## config.mk

```make
export PLATFORM = sky130hd
export DESIGN_NAME = gps_scale
export DESIGN_NICKNAME = d
export VERILOG_FILES = /design/src/rtl/core/gps_pkg.sv /design/src/rtl/core/gps_scale.sv
export SDC_FILE = /design/constraint.sdc
export NUM_CORES = 2
export LEC_CHECK = 0
export BUFFER_PORTS_ARGS = -buffer_cell sky130_fd_sc_hd__clkbuf_2
export CAP_MARGIN = 10
export CORE_ASPECT_RATIO = 1.2
export CORE_UTILIZATION = 46
export CTS_CLUSTER_SIZE = 8
export DETAILED_ROUTE_END_ITERATION = 16
export GPL_TIMING_DRIVEN = 0
export PLACE_DENSITY = 0.7
export SLEW_MARGIN = 5
export SYNTH_ARGS = -nofsm -noshare
export SYNTH_HDL_FRONTEND = slang
export SYNTH_SLANG_ARGS = --single-unit
```

## constraint.sdc

```tcl
create_clock -name clk -period 9.4 [get_ports clk]
set_clock_uncertainty 0.1 [all_clocks]
set_input_delay 0.94 -clock clk [delete_from_list [all_inputs] [get_ports clk]]
set_output_delay 0.94 -clock clk [all_outputs]
set_load 0.005 [all_outputs]
```

## src/rtl/core/gps_pkg.sv

```systemverilog
// Shared types, constants and helpers for the ground point to screen projector.
// Used by the top level and the xform, scale and divider modules; has no dependencies of its own.
package gps_pkg;

  localparam int COEF_FRAC_DEFAULT = 16;
  localparam int DIV_BITS = 32;
  localparam int D_W = 34;

  localparam logic CMD_LOAD = 1'b0;
  localparam logic CMD_PROJECT = 1'b1;

  localparam logic [7:0] REG_WIDTH = 8'd0;
  localparam logic [7:0] REG_HEIGHT = 8'd1;

  localparam logic [13:0] WIDTH_RESET = 14'd1920;
  localparam logic [13:0] HEIGHT_RESET = 14'd1080;

  typedef struct packed {
    logic cmd;
    logic [4:0] idx;
    logic signed [31:0] coef;
    logic signed [31:0] px;
    logic signed [31:0] pz;
  } gps_item_t;

  typedef struct packed {
    logic signed [31:0] cx;
    logic signed [31:0] cy;
    logic signed [31:0] cw;
  } gps_clip_t;

  typedef struct packed {
    logic [63:0] rem;
    logic [D_W-1:0] d;
    logic [DIV_BITS-1:0] q;
    logic neg;
    logic ovf;
  } gps_lane_t;

  typedef struct packed {
    gps_lane_t x;
    gps_lane_t y;
    logic pv;
  } gps_div_t;

  typedef struct packed {
    logic [31:0] sx;
    logic [31:0] sy;
    logic pv;
  } gps_res_t;

  // Clamp a wide signed sum to signed 32 bits.
  function automatic logic signed [31:0] sat32(input logic signed [65:0] v);
    logic signed [31:0] r;
    if (v > 66'sh0_7FFF_FFFF) begin
      r = 32'sh7FFF_FFFF;
    end else if (v < -66'sh0_8000_0000) begin
      r = 32'sh8000_0000;
    end else begin
      r = v[31:0];
    end
    return r;
  endfunction

endpackage

```

## src/rtl/core/gps_scale.sv

```systemverilog
// Screen scaling stages: numerators, magnitudes and the quotient range check.
// Depends on gps_pkg.
module gps_scale import gps_pkg::*; (
  input  logic        clk,
  input  logic        rst,
  input  logic [13:0] win_w,
  input  logic [13:0] win_h,
  input  logic        in_valid,
  output logic        in_ready,
  input  gps_clip_t   in_clip,
  output logic        out_valid,
  input  logic        out_ready,
  output gps_div_t    out_div
);

  logic v5, v6, v7;
  logic r5, r6, r7;
  logic signed [47:0] nx5, ny5;
  logic signed [31:0] w5;
  logic [63:0] n6x, n6y;
  logic [D_W-1:0] d6;
  logic negx6, negy6, pv6;
  gps_div_t dv7;

  logic signed [33:0] sx_sum, sy_sum;
  logic [46:0] ax, ay;
  logic [31:0] aw;
  logic [66:0] dlim;

  always_comb begin
    r7 = !v7 || out_ready;
    r6 = !v6 || r7;
    r5 = !v5 || r6;
  end
  assign in_ready = r5;
  assign out_valid = v7;
  assign out_div = dv7;

  always_comb begin
    sx_sum = 34'(in_clip.cx) + 34'(in_clip.cw);
    sy_sum = 34'(in_clip.cw) - 34'(in_clip.cy);
    ax = nx5[47] ? 47'(-nx5) : nx5[46:0];
    ay = ny5[47] ? 47'(-ny5) : ny5[46:0];
    aw = w5[31] ? 32'(-w5) : w5;
    dlim = {1'b0, d6, 32'd0};
  end

  always_ff @(posedge clk) begin
    if (rst) begin
      v5 <= 1'b0;
      v6 <= 1'b0;
      v7 <= 1'b0;
    end else begin
      if (r5) v5 <= in_valid;
      if (r6) v6 <= v5;
      if (r7) v7 <= v6;
    end
  end

  // Stage five: (cx + cw) * W and (cw - cy) * H.
  always_ff @(posedge clk) begin
    if (r5) begin
      nx5 <= sx_sum * $signed({1'b0, win_w});
      ny5 <= sy_sum * $signed({1'b0, win_h});
      w5 <= in_clip.cw;
    end
  end

  // Stage six: dividend |n| * 2^16 + |w| and divisor 2|w| with the half scale folded in.
  always_ff @(posedge clk) begin
    if (r6) begin
      n6x <= {ax, 16'd0} + 64'(aw);
      n6y <= {ay, 16'd0} + 64'(aw);
      d6 <= {1'b0, aw, 1'b0};
      negx6 <= nx5[47] ^ w5[31];
      negy6 <= ny5[47] ^ w5[31];
      pv6 <= (w5 != 32'sd0);
    end
  end

  // Stage seven: flag quotients that cannot fit in 32 bits.
  always_ff @(posedge clk) begin
    if (r7) begin
      dv7.x.rem <= n6x;
      dv7.y.rem <= n6y;
      dv7.x.d <= d6;
      dv7.y.d <= d6;
      dv7.x.q <= '0;
      dv7.y.q <= '0;
      dv7.x.neg <= negx6;
      dv7.y.neg <= negy6;
      dv7.x.ovf <= {3'b0, n6x} >= dlim;
      dv7.y.ovf <= {3'b0, n6y} >= dlim;
      dv7.pv <= pv6;
    end
  end

endmodule

```

# Word-level counts from Yosys, hierarchy flattened
# Cells that the tools add are included.
[totals] out_inout_bits=267 inputBits=128 ff_bits=459
[classes] n_bitwise=2 mul=2 muxes=3 reduce_logical=7 order_cmp=2 addsub=7
[op_table] op="64-bit by 65-bit greater-or-equal comparator with 1-bit output" n=2
[op_table] op="63-bit by 32-bit adder with 64-bit output" n=2
[op_table] op="33-bit by 15-bit multiplier with 48-bit output" n=2
[op_table] op="47-bit two-way mux" n=2
[op_table] op="47-bit negator" n=2
[op_table] op="32-bit by 32-bit adder with 33-bit output" n=1
[op_table] op="32-bit by 32-bit subtractor with 33-bit output" n=1
[op_table] op="32-bit two-way mux" n=1
[op_table] op="32-bit negator" n=1
[op_table] op="32-bit nonzero test" n=1
[op_table] op="1-bit logical NOT" n=3
[op_table] op="1-bit logical OR" n=3
[op_table] op="1-bit bitwise XOR" n=2

# Depth between registers and ports, before layout
[logic_depth] ltp_word=4 depth_mapped=35

# Worst setup path before layout
# Ideal clock, no wire load.
[synth_path] path_type="input to register" start="in in_clip[1] (netlist bit)" end="reg nx5[41] (data pin)" path_stages=32 required_time_ns=9.026 setup_slack_ns=0.178 arrival_time_ns=8.848 cell_sequence="ha_1 a21o_1 a21oi_1 nand3b_1 and2_1 a21oi_1 a2111oi_0 nor4b_1 clkbuf_1 or4_1 o311ai_0 fa_1 inv_1 fa_1 inv_1 fa_1 fa_1 fa_1 inv_1 fa_1 inv_1 ha_1 clkbuf_1 nand4_1 nor2_1 and2_1 and3_1 a32oi_1 a211oi_1 a21oi_1 mux2i_1 o2111ai_1"
[synth_via] elab_chain_len=2
[synth_rtl] item="start: declaration" line="gps_scale.sv:10" source="input gps_clip_t in_clip,"
[synth_rtl] item="32-bit by 32-bit adder with 33-bit output" line="gps_scale.sv:40" source="sx_sum = 34'(in_clip.cx) + 34'(in_clip.cw);"
[synth_rtl] item="33-bit by 15-bit multiplier with 48-bit output" line="gps_scale.sv:63" source="nx5 <= sx_sum * $signed({1'b0, win_w});"
[synth_rtl] item="end signal: assignment" line="gps_scale.sv:63"
[synth_rtl] item="end: declaration" line="gps_scale.sv:18" source="logic signed [47:0] nx5, ny5;"
# No other way between the ends.
# A chain may end at the register's enable or synchronous reset.

# Final worst setup path
[layout_path] start="in in_clip[0] (netlist bit)" end="reg nx5[45] (data pin)"
# Same word-level chain as after synthesis.

==> flow_metrics.env <==
export IMPL_status="completed"
export IMPL_finalCriticalPeriod_ns=9.22
export IMPL_dr_first_iter_drc_count=4139
export IMPL_grt_pass1_wl_um=277000
export IMPL_fin_util=0.521
export IMPL_ant_nets=0
export IMPL_worst_pin_slew_ns=1.17
export IMPL_path_class="in -> reg"
export IMPL_ys_seq_elements=395
export IMPL_firstDrtPassIters=6
export IMPL_num_rows=142
export IMPL_cp_num_buf_inv=8
export IMPL_cpMaxStageDelayCell="fa_2"
export IMPL_via_per_inst=5.58
export IMPL_cts_buffers=55
export IMPL_worst_path_most_repeated_cell="fa_1"
export IMPL_synthCells=6165
export IMPL_syn_area_um2=58200
export IMPL_async_flop_share=0
export IMPL_worst_slew_margin_rel=0.206
export IMPL_critical_path_top_delay_family="adder cells"
export IMPL_via_count=46300
export IMPL_place_gp_congestion=0.967
export IMPL_final_nets=7989
export IMPL_yosysTopAreaCellShare=0.291
export IMPL_synth_edf_count=392
export IMPL_hold_viol=0
export IMPL_crit_required_ns=9.63
export IMPL_cts_tree="done"
export IMPL_dp_hpwl_um=156000
export IMPL_core_area_um2=125000
export IMPL_wl_per_cell_um=22.3
export IMPL_critPathMaxFanout=10
export IMPL_yosysWarnings=0
export IMPL_critPathArrivalTime_ns=9.45
export IMPL_cts_root_buf="clkbuf_16"
export IMPL_netlist_cell_type_count=86
export IMPL_clock_sinks=395
export IMPL_grt_max_degree=102
export IMPL_whs_ns=0.327
export IMPL_dieWidth_um=327
export IMPL_timing_fmax_mhz=108
export IMPL_seq_area_frac_synth=0.203
export IMPL_htree_levels=2
export IMPL_syn_to_final_growth_pct=12.0
export IMPL_clkLatencyLatePin_ns=0.62
export IMPL_critPathMaxStageDelay_ns=0.60
export IMPL_overflow=0
export IMPL_fillerInstances=11500
export IMPL_min_period_over_period=0.981
export IMPL_drv_slew=0
export IMPL_start_util=0.465
export IMPL_synth_main_ff_cell="edfxtp_1"
export IMPL_synthTopCellsByArea="fa_1 (29%), edfxtp_1 (20%), ha_1 (8.1%)"
export IMPL_drcViolationCount=0
export IMPL_hp_class="reg -> reg"
export IMPL_drive_gt1_frac=0.120
export IMPL_die_area_um2=128000
export IMPL_critPathLaunchType="primary input"
export IMPL_setup_viol=0
export IMPL_portBuffers=315
export IMPL_antenna_found_initial=21
export IMPL_die_y_um=392
export IMPL_dp_cells=8209
export IMPL_io_pins=395
export IMPL_avgSynthCellArea_um2=9.45
export IMPL_grt_pass1_vias=45800
export IMPL_drv_cap=0
export IMPL_cp_end_kind="flip-flop"
export IMPL_synth_top_area_cell="fa_1"
export IMPL_grt_usage=0.287
export IMPL_clk_pin_slew_ns=0.05
export IMPL_clockBufferDepth=3
export IMPL_routed_wl_um=185000
export IMPL_fin_cells=8297
export IMPL_holdBufCountCts=0
-- cells by family after synthesis --
logic type | Yosys count | share of synthesized area
AO/OA/AOI/OAI | 828 | 0.0958
XOR/XNOR | 329 | 0.0495
adder cells (fa/ha/maj) | 1227 | 0.373
buffers and inverters | 1440 | 0.101
flip-flops | 395 | 0.203
multiplexers | 44 | 0.00797
other | 1 | 0.0000644
AND/OR/NAND/NOR | 1901 | 0.169
-- through the flow --
step	worst slack [ns]	TNS (ns)	instance area, um2
global placement	-2.78	-91.11	62100
finish	0.179	0	65300
global route	-0.0965	-0.485	65300
detailed placement	-2.16	-64.27	62300
floorplan	0.178	0	58500
CTS	-0.0236	-0.0236	64300
-- worst paths after layout --
check / startpoint / end / slack, ns / depth (start not counted)
setup reg to reg: ny5[47] / n6y[56] / 2.34 / 18
setup / recovery: in_clip[0] / nx5[45] / 0.18 / 35
hold / removal: negx6 / out_div[134] / 0.33 / 0
hold reg to reg: negx6 / out_div[134] / 0.33 / 0
-- cell usage after synthesis (80+ instances only) --
master and n:
inv_1 1031, fa_1 848, nand2_1 627, and2_1 412, edfxtp_1 392, ha_1 379, clkbuf_1 265, xnor2_1 240
nor2_1 201, a21oi_1 170, o21ai_0 150, buf_4 132, a21o_1 124, nand3_1 116, nor2b_1 93, xor2_1 89
nand2b_1 80
-- final cells by class --
cell class                      count  area [um2]  share of cell area
Multi-Input combinational cell   4397       41800               0.641
Sequential cell                   395       11800               0.181
Inverter                         1032        3900              0.0598
Buffer                            399        2140              0.0328
Tap cell                         1656        2070              0.0317
Timing Repair Buffer              354        1980              0.0304
Clock buffer                       57        1380              0.0212
Clock inverter                      4        95.1             0.00146
Antenna cell                        3        7.51            0.000115
-- cell usage in the layout, fill, tap and decap left out, types with 24 or more instances in the layout --
cell / count
inv_1: 1023
fa_1: 838
nand2_1: 626
and2_1: 411
edfxtp_1: 392
ha_1: 354
clkbuf_2: 335
xnor2_1: 224
clkbuf_1: 213
nor2_1: 195
buf_4: 167
a21oi_1: 163
o21ai_0: 134
a21o_1: 124
nand3_1: 114
nor2b_1: 91
xor2_1: 87
nand2b_1: 79
conb_1: 68
nor4_1: 64
nor3_1: 58
clkbuf_16: 55
and3_1: 45
or4_1: 42
nand4_1: 38
o211ai_1: 38
o21a_1: 37
o31ai_1: 33
or3_1: 28
a211oi_1: 25
a31oi_1: 25
o21bai_1: 24
-- flip-flops by register name, summed over array words and instances, names as in the netlist, 16 cells and up --
name	cells
nx5	48
d6	16
n6y	48
ny5	48
w5	32
out_div	133
n6x	64
-- per-layer routing --
metal | global-route usage | share of wire
met1 | 0.373 | 0.40
met2 | 0.456 | 0.45
met3 | 0.0704 | 0.099
met4 | 0.119 | 0.046
met5 | 0 | 0.00020
-- what timing repair did --
action / in CTS / in global routing
setup buffers: 12 / 21
resized for setup: 122 / 230
pin swaps: 11 / 51
setup endpoints to repair: 46 / 38
hold endpoints to repair: 0 / 0
Power is left out: the tool's default activity adds up to more than one toggle a clock period on the data nets, which glitch-free logic cannot reach.
